--- src/rtl/core/cj188_fr_pkg.sv ---
`default_nettype none

package cj188_fr_pkg;

  // register file indexes
  typedef enum logic [1:0] {
    CFG_METER_TYPE  = 2'd0,
    CFG_START_CODE  = 2'd1,
    CFG_END_CODE    = 2'd2,
    CFG_BYTE_BUDGET = 2'd3
  } cfg_idx_e;

  // result status codes
  typedef enum logic [2:0] {
    ST_HUNTING    = 3'd0,
    ST_COLLECTING = 3'd1,
    ST_ACCEPTED   = 3'd2,
    ST_RESYNC     = 3'd3,
    ST_BAD_END    = 3'd4,
    ST_BUDGET_OUT = 3'd5,
    ST_TIMEOUT    = 3'd6
  } status_e;

  localparam int unsigned ADDR_BYTES_DEF = 7;
  localparam int unsigned CFG_DATA_W     = 16;
  localparam int unsigned POS_W          = 9;

  localparam logic [7:0]  METER_TYPE_RST  = 8'd16;
  localparam logic [7:0]  START_CODE_RST  = 8'd104;
  localparam logic [7:0]  END_CODE_RST    = 8'd22;
  localparam logic [15:0] BYTE_BUDGET_RST = 16'd500;

  typedef struct packed {
    logic [7:0]  meter_type;
    logic [7:0]  start_code;
    logic [7:0]  end_code;
    logic [15:0] byte_budget;
  } cfg_t;

  typedef struct packed {
    status_e          status;
    logic [7:0]       frame_byte;
    logic             byte_in_frame;
    logic [POS_W-1:0] byte_position;
  } res_t;

endpackage

`default_nettype wire

--- src/rtl/core/cj188_fr_cfg.sv ---
`default_nettype none

module cj188_fr_cfg
  import cj188_fr_pkg::*;
(
  input  wire logic                  clk_i,
  input  wire logic                  rst_ni,
  input  wire logic                  cfg_we_i,
  input  wire logic [1:0]            cfg_idx_i,
  input  wire logic [CFG_DATA_W-1:0] cfg_data_i,
  output cfg_t                       cfg_o
);

  cfg_t cfg_q, cfg_d;

  always_comb begin
    cfg_d = cfg_q;
    if (cfg_we_i) begin
      case (cfg_idx_e'(cfg_idx_i))
        CFG_METER_TYPE:  cfg_d.meter_type  = cfg_data_i[7:0];
        CFG_START_CODE:  cfg_d.start_code  = cfg_data_i[7:0];
        CFG_END_CODE:    cfg_d.end_code    = cfg_data_i[7:0];
        CFG_BYTE_BUDGET: cfg_d.byte_budget = cfg_data_i[15:0];
        default:         cfg_d = cfg_q;
      endcase
    end
  end

  always_ff @(posedge clk_i or negedge rst_ni) begin
    if (!rst_ni) begin
      cfg_q.meter_type  <= METER_TYPE_RST;
      cfg_q.start_code  <= START_CODE_RST;
      cfg_q.end_code    <= END_CODE_RST;
      cfg_q.byte_budget <= BYTE_BUDGET_RST;
    end else begin
      cfg_q <= cfg_d;
    end
  end

  assign cfg_o = cfg_q;

endmodule

`default_nettype wire

--- src/rtl/core/cj188_fr_parser.sv ---
`default_nettype none

module cj188_fr_parser
  import cj188_fr_pkg::*;
#(
  parameter int unsigned ADDR_BYTES = ADDR_BYTES_DEF
) (
  input  wire logic       clk_i,
  input  wire logic       rst_ni,
  input  cfg_t            cfg_i,
  input  wire logic       step_i,
  input  wire logic       kind_i,
  input  wire logic [7:0] rx_byte_i,
  output res_t            res_o
);

  localparam int unsigned ACNT_W = $clog2(ADDR_BYTES + 1);

  typedef enum logic [7:0] {
    PH_HUNT = 8'b0000_0001,
    PH_TYPE = 8'b0000_0010,
    PH_ADDR = 8'b0000_0100,
    PH_CTRL = 8'b0000_1000,
    PH_LEN  = 8'b0001_0000,
    PH_DATA = 8'b0010_0000,
    PH_CSUM = 8'b0100_0000,
    PH_END  = 8'b1000_0000
  } phase_e;

  phase_e            phase_q, phase_d;
  logic [ACNT_W-1:0] acnt_q, acnt_d;
  logic [7:0]        dlen_q, dlen_d;
  logic [7:0]        dcnt_q, dcnt_d;
  logic [7:0]        sum_q, sum_d;
  logic [POS_W-1:0]  fpos_q, fpos_d;
  logic [15:0]       budget_q, budget_d;

  logic             kept, finished;
  logic [POS_W-1:0] base_pos;
  logic [7:0]       base_sum;
  logic [8:0]       dcnt_inc;

  // a start byte opens a fresh frame regardless of leftovers from a resync
  assign base_pos = (phase_q == PH_HUNT) ? '0 : fpos_q;
  assign base_sum = (phase_q == PH_HUNT) ? '0 : sum_q;
  assign dcnt_inc = {1'b0, dcnt_q} + 9'd1;

  always_comb begin
    phase_d  = phase_q;
    acnt_d   = acnt_q;
    dlen_d   = dlen_q;
    dcnt_d   = dcnt_q;
    sum_d    = sum_q;
    fpos_d   = fpos_q;
    budget_d = budget_q;
    kept     = 1'b0;
    finished = 1'b0;

    res_o.status        = ST_COLLECTING;
    res_o.frame_byte    = rx_byte_i;
    res_o.byte_in_frame = 1'b0;
    res_o.byte_position = '0;

    if (kind_i) begin
      res_o.status     = ST_TIMEOUT;
      res_o.frame_byte = '0;
      finished         = 1'b1;
    end else begin
      case (phase_q)
        PH_HUNT: begin
          if (rx_byte_i == cfg_i.start_code) begin
            kept    = 1'b1;
            phase_d = PH_TYPE;
          end else begin
            res_o.status = ST_HUNTING;
          end
        end
        PH_TYPE: begin
          if (rx_byte_i == cfg_i.meter_type) begin
            kept    = 1'b1;
            acnt_d  = '0;
            phase_d = PH_ADDR;
          end else begin
            res_o.status = ST_HUNTING;
            phase_d      = PH_HUNT;
          end
        end
        PH_ADDR: begin
          kept   = 1'b1;
          acnt_d = acnt_q + 1'b1;
          if (acnt_q == ACNT_W'(ADDR_BYTES - 1)) begin
            phase_d = PH_CTRL;
          end
        end
        PH_CTRL: begin
          kept    = 1'b1;
          phase_d = PH_LEN;
        end
        PH_LEN: begin
          kept    = 1'b1;
          dlen_d  = rx_byte_i;
          dcnt_d  = '0;
          phase_d = (rx_byte_i != 8'd0) ? PH_DATA : PH_CSUM;
        end
        PH_DATA: begin
          kept   = 1'b1;
          dcnt_d = dcnt_inc[7:0];
          if (dcnt_inc >= {1'b0, dlen_q}) begin
            phase_d = PH_CSUM;
          end
        end
        PH_CSUM: begin
          // checksum byte is stored but not summed
          res_o.byte_in_frame = 1'b1;
          res_o.byte_position = fpos_q;
          fpos_d              = fpos_q + 1'b1;
          if (rx_byte_i == sum_q) begin
            phase_d = PH_END;
          end else begin
            res_o.status = ST_RESYNC;
            phase_d      = PH_HUNT;
          end
        end
        PH_END: begin
          res_o.byte_in_frame = 1'b1;
          res_o.byte_position = fpos_q;
          res_o.status = (rx_byte_i == cfg_i.end_code) ? ST_ACCEPTED : ST_BAD_END;
          finished     = 1'b1;
        end
        default: begin
          res_o.status = ST_HUNTING;
          phase_d      = PH_HUNT;
        end
      endcase

      if (kept) begin
        res_o.byte_in_frame = 1'b1;
        res_o.byte_position = base_pos;
        fpos_d              = base_pos + 1'b1;
        sum_d               = base_sum + rx_byte_i;
      end

      // last budget unit overrides any status except a frame end
      if (!finished) begin
        if (budget_q <= 16'd1) begin
          res_o.status = ST_BUDGET_OUT;
          finished     = 1'b1;
        end else begin
          budget_d = budget_q - 16'd1;
        end
      end
    end

    if (finished) begin
      phase_d  = PH_HUNT;
      acnt_d   = '0;
      dlen_d   = '0;
      dcnt_d   = '0;
      sum_d    = '0;
      fpos_d   = '0;
      budget_d = cfg_i.byte_budget;
    end
  end

  always_ff @(posedge clk_i or negedge rst_ni) begin
    if (!rst_ni) begin
      phase_q  <= PH_HUNT;
      acnt_q   <= '0;
      dlen_q   <= '0;
      dcnt_q   <= '0;
      sum_q    <= '0;
      fpos_q   <= '0;
      budget_q <= BYTE_BUDGET_RST;
    end else if (step_i) begin
      phase_q  <= phase_d;
      acnt_q   <= acnt_d;
      dlen_q   <= dlen_d;
      dcnt_q   <= dcnt_d;
      sum_q    <= sum_d;
      fpos_q   <= fpos_d;
      budget_q <= budget_d;
    end
  end

endmodule

`default_nettype wire

--- src/rtl/core/cj188_frame_receiver_unit.sv ---
`default_nettype none

// cj188 meter reply frame receiver. each input transaction carries either a
// received byte (tuser 0) or a receive timeout event (tuser 1) and produces
// exactly one output transaction echoing the byte with its status and its
// position in the candidate frame. frame layout: start byte, meter type,
// ADDR_BYTES address bytes, control, length L, L data bytes, checksum (sum
// mod 256 of start byte through last data byte), end byte. throughput is one
// transaction per clock while the result side is ready; an accepted
// transaction sits in the input register, the single-pass parser step
// decides it and the result register takes it once that register is free
// or being drained, and the result is offered from the result register. a
// stalled result stream holds the result register, then the input register,
// and only then drops s_tready_o. the register file (meter type, start code,
// end code, byte budget) is to be written by the user through the plain write
// port only while no transaction is in flight; the block does not enforce
// this. a new byte budget takes effect when the next receive attempt starts.

module cj188_frame_receiver_unit
  import cj188_fr_pkg::*;
#(
  parameter int unsigned ADDR_BYTES = ADDR_BYTES_DEF
) (
  input  wire logic                  clk_i,
  input  wire logic                  rst_ni,
  // input stream
  input  wire logic                  s_tvalid_i,
  output logic                       s_tready_o,
  input  wire logic [7:0]            s_tdata_i,   // [7:0] rx_byte
  input  wire logic                  s_tuser_i,   // [0] kind
  // result stream
  output logic                       m_tvalid_o,
  input  wire logic                  m_tready_i,
  output logic [23:0]                m_tdata_o,   // [7:0] frame_byte, [16:8] byte_position
  output logic [3:0]                 m_tuser_o,   // [2:0] status, [3] byte_in_frame
  // register write port
  input  wire logic                  cfg_we_i,
  input  wire logic [1:0]            cfg_idx_i,
  input  wire logic [CFG_DATA_W-1:0] cfg_data_i
);

  cfg_t cfg;
  res_t res;

  // input register
  logic       in_valid_q;
  logic       in_kind_q;
  logic [7:0] in_byte_q;

  // result register
  logic out_valid_q;
  res_t out_res_q;

  logic advance;

  // the step fires when the result register is free or being drained
  assign advance    = in_valid_q && (!out_valid_q || m_tready_i);
  assign s_tready_o = !in_valid_q || advance;

  always_ff @(posedge clk_i or negedge rst_ni) begin
    if (!rst_ni) begin
      in_valid_q <= 1'b0;
    end else if (s_tready_o) begin
      in_valid_q <= s_tvalid_i;
    end
  end

  // payload holds until the next accepted transaction
  always_ff @(posedge clk_i) begin
    if (s_tready_o && s_tvalid_i) begin
      in_kind_q <= s_tuser_i;
      in_byte_q <= s_tdata_i;
    end
  end

  cj188_fr_cfg u_cfg (
    .clk_i      (clk_i),
    .rst_ni     (rst_ni),
    .cfg_we_i   (cfg_we_i),
    .cfg_idx_i  (cfg_idx_i),
    .cfg_data_i (cfg_data_i),
    .cfg_o      (cfg)
  );

  cj188_fr_parser #(
    .ADDR_BYTES (ADDR_BYTES)
  ) u_parser (
    .clk_i     (clk_i),
    .rst_ni    (rst_ni),
    .cfg_i     (cfg),
    .step_i    (advance),
    .kind_i    (in_kind_q),
    .rx_byte_i (in_byte_q),
    .res_o     (res)
  );

  always_ff @(posedge clk_i or negedge rst_ni) begin
    if (!rst_ni) begin
      out_valid_q <= 1'b0;
    end else if (!out_valid_q || m_tready_i) begin
      out_valid_q <= in_valid_q;
    end
  end

  always_ff @(posedge clk_i) begin
    if (advance) begin
      out_res_q <= res;
    end
  end

  assign m_tvalid_o = out_valid_q;
  assign m_tdata_o  = {7'd0, out_res_q.byte_position, out_res_q.frame_byte};
  assign m_tuser_o  = {out_res_q.byte_in_frame, out_res_q.status};

endmodule

`default_nettype wire

--- config.mk ---
export PLATFORM = sky130hd
export DESIGN_NAME = cj188_frame_receiver_unit
export DESIGN_NICKNAME = d
export VERILOG_FILES = /design/src/rtl/core/cj188_fr_pkg.sv /design/src/rtl/core/cj188_fr_cfg.sv /design/src/rtl/core/cj188_fr_parser.sv /design/src/rtl/core/cj188_frame_receiver_unit.sv
export SDC_FILE = /design/constraint.sdc
export NUM_CORES = 1
export LEC_CHECK = 0
export ABC_AREA = 0
export ABC_CLOCK_PERIOD_IN_PS = 3400
export BUFFER_PORTS_ARGS = -buffer_cell sky130_fd_sc_hd__buf_4
export CORE_MARGIN = 10
export CORE_UTILIZATION = 51
export CTS_CLUSTER_SIZE = 12
export DETAILED_ROUTE_END_ITERATION = 8
export HOLD_SLACK_MARGIN = 0.02
export PLACE_DENSITY = 0.82
export SYNTH_ARGS = -nofsm -noshare
export SYNTH_HDL_FRONTEND = slang
export SYNTH_SLANG_ARGS = --single-unit
--- constraint.sdc ---
create_clock -name clk_i -period 3.4 [get_ports clk_i]
set_input_delay 0.17 -clock clk_i [delete_from_list [all_inputs] [get_ports clk_i]]
set_output_delay 0.17 -clock clk_i [all_outputs]
set_load 0.03 [all_outputs]
==> results.tsv, run 1 <==
metric	value	unit
status	completed	
commonest cells in the netlist	82 x dfrtp_1, 81 x nand2_1, 52 x o21ai_0	
Starting Density	51.6	%
CP Capture Type	flop	
Port Buffer Count	54	
gr usage total	18.8	%
Worst R2R Setup Slack	0.12	ns
Synth cell types	65	
count leader, synth	dfrtp_1	
area of the multi-input gates	0.00343	mm2
remaining antenna violation count after routing	0	
Fmax achieved	305	MHz
via count	5639	
static leakage	3.68	nW
Worst setup SP type	flop	
Synth top area share	29.0	%
syn_area_per_cell	10.3	um2
global-route wire length before repair	28.2	mm
Iter 0 DRT Violations	421	
Core ar.	0.0137	mm2
I/O pin total	62	
Sink Count	132	
critical path class	flop to flop	
Post-synth EDFFs	30	
row count	43	
dominant synthesized flop cell	dfrtp_1	
gr busiest metal	met2	
clock buffer depth	2	
met2 usage	31.6	%
routed wire length per instance	17.6	um
GRT overflow	0	
Die Footprint	0.0190	mm2
period utilization	96.5	%
Slew Viols, Final	0	
root buf cell	clkbuf_16	
worst hold path class	input port to flop	
skew final	0.00636	ns
Yosys top cell by area	dfrtp_1	
maxcap violations	0	
Layout Nets	833	
HPWL after detailed placement	11.5	mm
worst setup margin	0.119	ns
fillcell total	1020	
Die W	138	um
drt drc	0	
DR pass1 iterations	5	
layout cell share with drive strength beyond 1	23.5	%
Worst Tran Pin Value	1.33	ns
Hold Violations, Final	0	
Mapped Cells	690	
normalized max-slew margin	11.0	%
Die Ht	138	um
CTS H-tree depth	4	
post-DR vias/cell	5.80	
Yosys reg bits	132	
CTS Buf Count	17	
global routing usage on met1	22.6	%
fraction of registers with async set or reset after synthesis	77.3	%
Synth area leaders	dfrtp_1 29%, edfxtp_1 13%, dfstp_2 7.4%, mux2_2 6.5%, xnor2_1 4.9%	
n_diodes	0	
Reg clk slew, reported paths	0.05	ns
pin count of the biggest net entering global routing	83	
dpl ws	-0.106	ns
register area share after synthesis	49.1	%
GPL Wtd Cong	0.938	
Post-Synthesis Cell Area	0.00708	mm2
setup TNS	0	ns
CTS tree	done	
worst skew pair latency	0.43	ns
GRT met3 Usage	3.30	%
setup violators final	0	
Yosys warning count	0	
Register Area	0.00348	mm2
vias in the first global route	5681	
CP required	3.76	ns
final period demand of the worst path	3.28	ns
VDD IR max	0.000415	V
Pwr Total	5.15	mW
initial antenna violation count	0	
Max Fanout on Critical Path	6	
total wire length	17.1	mm
critical path arrival	3.64	ns
Pwr Density	594	mW/mm2
Area Growth Syn to Fin	22.2	%
logic make-up after synthesis:
group | count (synthesis) | synth area share, %
flops | 132 | 49.1
simple gates | 245 | 18.0
xor+xnor | 47 | 5.81
fa+ha+maj | 22 | 3.99
compound gates | 135 | 11.7
buf+inv | 58 | 3.64
mux | 50 | 7.79
other cells | 1 | 0.0529
layout by cell type (no fill, tap or decap), types with 6 or more instances in the layout:
cell type and count:
and2_1 17, xnor2_1 40, nor2b_1 14, inv_1 18
clkinv_2 6, o31ai_1 9, dlygate4sd3_1 26, ha_1 19
nand2b_1 10, mux2i_1 9, buf_4 76, and3_1 6
o21ai_0 52, mux2_2 41, nor2_1 31, nand2_1 81
a21oi_1 33, dfstp_2 20, edfxtp_1 30, conb_1 7
nand4_1 12, nor4_1 10, xor2_1 7, nor3_1 13
clkbuf_16 18, dfrtp_1 82, nand3_1 25
state kept, by name (all words and copies together), names as in the netlist:
name,cells
in_byte_q,8
in_kind_q,1
in_valid_q,1
m_tdata_o,17
m_tuser_o,4
m_tvalid_o,1
u_cfg.cfg_o,40
u_parser.acnt_q,3
u_parser.budget_q,16
u_parser.dcnt_q,8
u_parser.dlen_q,8
u_parser.fpos_q,9
u_parser.phase_q,8
u_parser.sum_q,8
where the power goes:
| group | total (mW) | switching [mW] | internal, mW | leakage (nW) |
|---|---|---|---|---|
| clock | 1.86 | 0.672 | 1.19 | 0.304 |
| sequential | 2.14 | 0.228 | 1.92 | 1.55 |
| combinational | 1.14 | 0.604 | 0.534 | 1.83 |
layer usage:
metal  vias up  part of all wire (%)  routed length (um)
li1       2633                     -                   -
met1      2748                    41                7010
met2       212                    51                8700
met3        46                   5.2                 894
met4         0                   2.9                 496
met5         -                     0                   0
stage by stage:
stage / std cells / area [um2] / hold slack [ns] / util, %
2_1_floorplan: 696 / 7110 / -0.126 / -
3_3_place_gp: 910 / 7720 / 0.349 / 56.2
3_5_place_dp: 910 / 7720 / 0.350 / 56.2
4_1_cts: 968 / 8590 / 0.0316 / 62.6
5_1_grt: 972 / 8660 / 0.0414 / 63.1
6_report: 972 / 8660 / 0.0397 / 63.1
critical path: stages (launching register included):
cell      delay (ns)
dfrtp_1         0.38
or4_4           0.55
or4_4           0.48
and2_1          0.19
ha_1            0.32
nand3_1         0.11
o211ai_1        0.15
o41ai_2         0.34
xnor2_1         0.17
or4b_1          0.45
nand3_1         0.09
what timing repair did:
| item | in CTS | in global routing |
|---|---|---|
| pin swaps | 0 | 6 |
| setup endpoints to repair | 1 | 4 |
| buffers inserted | 0 | 4 |
| hold endpoints to repair | 97 | 0 |
| hold buffers | 26 | 0 |
| resized for setup | 2 | 5 |
layout make-up:
class,count,area share [%]
clock buffer,23,5.88
clock inverter,9,1.13
inverter,19,0.824
multi-input combinational,506,39.6
sequential,132,40.2
tap,180,2.60
timing repair buffer,103,9.83
final timing paths:
kind | from | end | cells after the start
max | u_parser.phase_q[3] | u_parser.sum_q[7] | 10
min | m_tready_i | m_tvalid_o | 3
max reg2reg | u_parser.phase_q[3] | u_parser.sum_q[7] | 10
min reg2reg | u_parser.budget_q[7] | u_parser.budget_q[7] | 2
max in group asynchronous | rst_ni | u_parser.phase_q[4] | 3
min in group asynchronous | rst_ni | u_parser.fpos_q[6] | 2
Note: power is estimated with default switching activity, not from simulation.
==> run 2, diff against run 1 <==
--- a/config.mk
+++ b/config.mk
@@ -8,12 +8,15 @@
 export ABC_AREA = 0
 export ABC_CLOCK_PERIOD_IN_PS = 3400
 export BUFFER_PORTS_ARGS = -buffer_cell sky130_fd_sc_hd__buf_4
+export CELL_PAD_IN_SITES_DETAIL_PLACEMENT = 1
+export CELL_PAD_IN_SITES_GLOBAL_PLACEMENT = 2
 export CORE_MARGIN = 10
-export CORE_UTILIZATION = 51
+export CORE_UTILIZATION = 35
 export CTS_CLUSTER_SIZE = 12
 export DETAILED_ROUTE_END_ITERATION = 8
+export GPL_TIMING_DRIVEN = 0
 export HOLD_SLACK_MARGIN = 0.02
-export PLACE_DENSITY = 0.82
+export PLACE_DENSITY = 0.85
 export SYNTH_ARGS = -nofsm -noshare
 export SYNTH_HDL_FRONTEND = slang
 export SYNTH_SLANG_ARGS = --single-unit
==> run 2 against run 1 <==
  * Hold slack better by 0.0020 ns
  * Total power up 4.2%
  * Maximum frequency decreased by 6.3%
  * Core utilization decreased by 18 points
  * Cell count up 12%
  * Routed wire length grew 23%
  * The run now ends with setup timing left
  * Register-to-register slack got worse by 0.22 ns
  * Flip-flop and latch count unchanged
  * Sequential share of layout area decreased by 1.4 points
  * Clock-buffer cell count fell by 3
  * Clock power grew 5%
==> results.tsv, run 2 (same netlist as run 1, synthesis figures left out) <==
metric	value	unit	change
remaining antenna violation count after routing	0		unchanged
Pwr Density	597	mW/mm2	was 594 mW/mm2
gr usage total	16.2	%	was 18.8%
n_diodes	0		unchanged
worst setup margin	-0.101	ns	was 0.119 ns
hold depth	2		was 3
root buf cell	clkbuf_16		unchanged
Worst Tran Pin Value	1.21	ns	was 1.33 ns
status	finished with violations		was completed
Iter 0 DRT Violations	405		was 421
static leakage	3.76	nW	was 3.68 nW
Hold Violations, Final	0		unchanged
final period demand of the worst path	3.50	ns	was 3.28 ns
vias in the first global route	6387		was 5681
VDD IR max	0.000409	V	was 0.000415 V
Starting Density	35.9	%	was 51.6%
hold_sp	cfg_data_i[1]		was m_tready_i
CP Capture Type	flop		unchanged
worst skew pair latency	0.42	ns	was 0.43 ns
HPWL after detailed placement	14.1	mm	was 11.5 mm
Core ar.	0.0197	mm2	was 0.0137 mm2
R2R Path Start	u_parser.phase_q[3]		unchanged
global-route wire length before repair	34.3	mm	was 28.2 mm
Max Fanout on Critical Path	7		was 6
Port Buffer Count	54		unchanged
Worst Reg-to-Reg Cells	10		unchanged
RR Endpoint	u_parser.sum_q[7]		unchanged
Layout Nets	862		was 833
critical path arrival	3.86	ns	was 3.64 ns
Worst R2R Setup Slack	-0.10	ns	was 0.12 ns
Pwr Total	5.36	mW	was 5.15 mW
Slew Viols, Final	0		unchanged
Sink Count	132		unchanged
CTS Buf Count	17		unchanged
pin count of the biggest net entering global routing	103		was 83
post-DR vias/cell	5.32		was 5.80
via count	5774		was 5639
critical path launch point	u_parser.phase_q[3]		unchanged
setup violators final	1		was 0
max FFs per register	40		unchanged
GPL Wtd Cong	0.837		was 0.938
DP Area	0.00785	mm2	was 0.00772 mm2
skew final	0.00690	ns	was 0.00636 ns
CTS tree	done		unchanged
initial antenna violation count	0		unchanged
Fmax achieved	286	MHz	was 305 MHz
CP required	3.76	ns	about the same
routed wire length per instance	19.4	um	was 17.6 um
period utilization	103	%	was 96.5%
most frequent cells in the layout	81 x nand2_1, 80 x dfrtp_1, 74 x buf_4		was 82 x dfrtp_1, 81 x nand2_1, 76 x buf_4
Reg clk slew, reported paths	0.06	ns	was 0.05 ns
Die W	162	um	was 138 um
I/O pin total	62		unchanged
maxcap violations	0		unchanged
Area Growth Syn to Fin	26.8	%	was 22.2%
Die Ht	162	um	was 138 um
CTS H-tree depth	4		unchanged
Worst setup SP type	flop		unchanged
total wire length	21.1	mm	was 17.1 mm
worst hold path class	input port to flop		unchanged
normalized max-slew margin	19.2	%	was 11.0%
drt drc	0		unchanged
Final Cell Area	0.00899	mm2	was 0.00866 mm2
critical path class	flop to flop		unchanged
clock buffer depth	2		unchanged
commonest non-fill, non-tap cell in the layout	nand2_1		was dfrtp_1
layout cell share with drive strength beyond 1	24.8	%	was 23.5%
Die Footprint	0.0263	mm2	was 0.0190 mm2
hold endpoint	u_cfg.cfg_o[1]		was m_tvalid_o
failing checks	setup timing		
RSZ-0062 raised after global routing	true		
DR pass1 iterations	4		was 5
GRT overflow	0		unchanged
row count	51		was 43
[run 2: cell count changes in the layout (fill, tap and decap cells not counted), moves of 3 or more]
| cell | delta |
|---|---|
| buf_2 | +3 |
| ha_1 | -3 |
| ha_4 | +3 |
| clkbuf_1 | +21 |
| clkbuf_2 | +3 |
[run 2: critical path, cell delays in order, from the launching register on]
cell,delay [ns]
dfrtp_2,0.42
or4_4,0.55
or4_4,0.56
and2_1,0.22
ha_4,0.24
nand3_1,0.11
o211ai_1,0.16
o41ai_2,0.44
xnor2_1,0.19
or4b_1,0.46
nand3_1,0.09
[run 2: cell type report]
| type | count | area (um2) |
|---|---|---|
| Clock buffer | 20 | 478 |
| Clock inverter | 12 | 149 |
| Tap cell | 265 | 332 |
| Fill cell | 2195 | 10700 |
| Timing Repair Buffer | 95 | 802 |
| Multi-Input combinational cell | 506 | 3490 |
| Sequential cell | 132 | 3480 |
| Inverter | 19 | 71.3 |
| Buffer | 37 | 184 |
[run 2: repair_timing]
item | 4_1_cts | 5_1_grt
cloned | 0 | 0
pin swaps | 10 | 17
hold buffers | 25 | 1
endpoints found under the setup margin | 3 | 28
setup buffers | 7 | 7
gates resized for setup | 17 | 15
hold endpoints to repair | 40 | 82
[run 2: metal layers]
layer | vias to the layer above | track usage, % | wire, um
met3 | 38 | 3.13 | 555
met1 | 2948 | 19.1 | 9140
li1 | 2682 | - | -
met4 | 0 | 7.49 | 566
met5 | - | 0 | 0
met2 | 106 | 27.8 | 10800
[run 2: worst max path at each step]
| stage | to | slack [ns] |
|---|---|---|
| CTS | u_parser.sum_q[7] | -0.09 |
| floorplan | u_parser.sum_q[7] | 0.0008 |
| detailed placement | u_parser.sum_q[7] | -0.47 |
| finish | u_parser.sum_q[7] | -0.10 |
| global route | u_parser.sum_q[7] | -0.19 |
| global placement | u_parser.sum_q[7] | -0.41 |
[run 2: power breakdown]
| part | switching (mW) | internal (mW) |
|---|---|---|
| Combinational | 0.700 | 0.576 |
| Sequential | 0.214 | 1.92 |
| Clock | 0.723 | 1.23 |
[run 2: stage by stage]
stage	worst slack (ns)	util [%]	hold slack, ns	std cells	TNS [ns]
global placement	-0.415	39.8	0.350	1015	-1.72
floorplan	0.000787	-	-0.126	696	0
global route	-0.187	45.6	0.0362	1086	-0.259
detailed placement	-0.468	39.8	0.349	1015	-0.681
CTS	-0.0890	45.0	0.0215	1079	-0.0890
finish	-0.101	45.6	0.0417	1086	-0.101
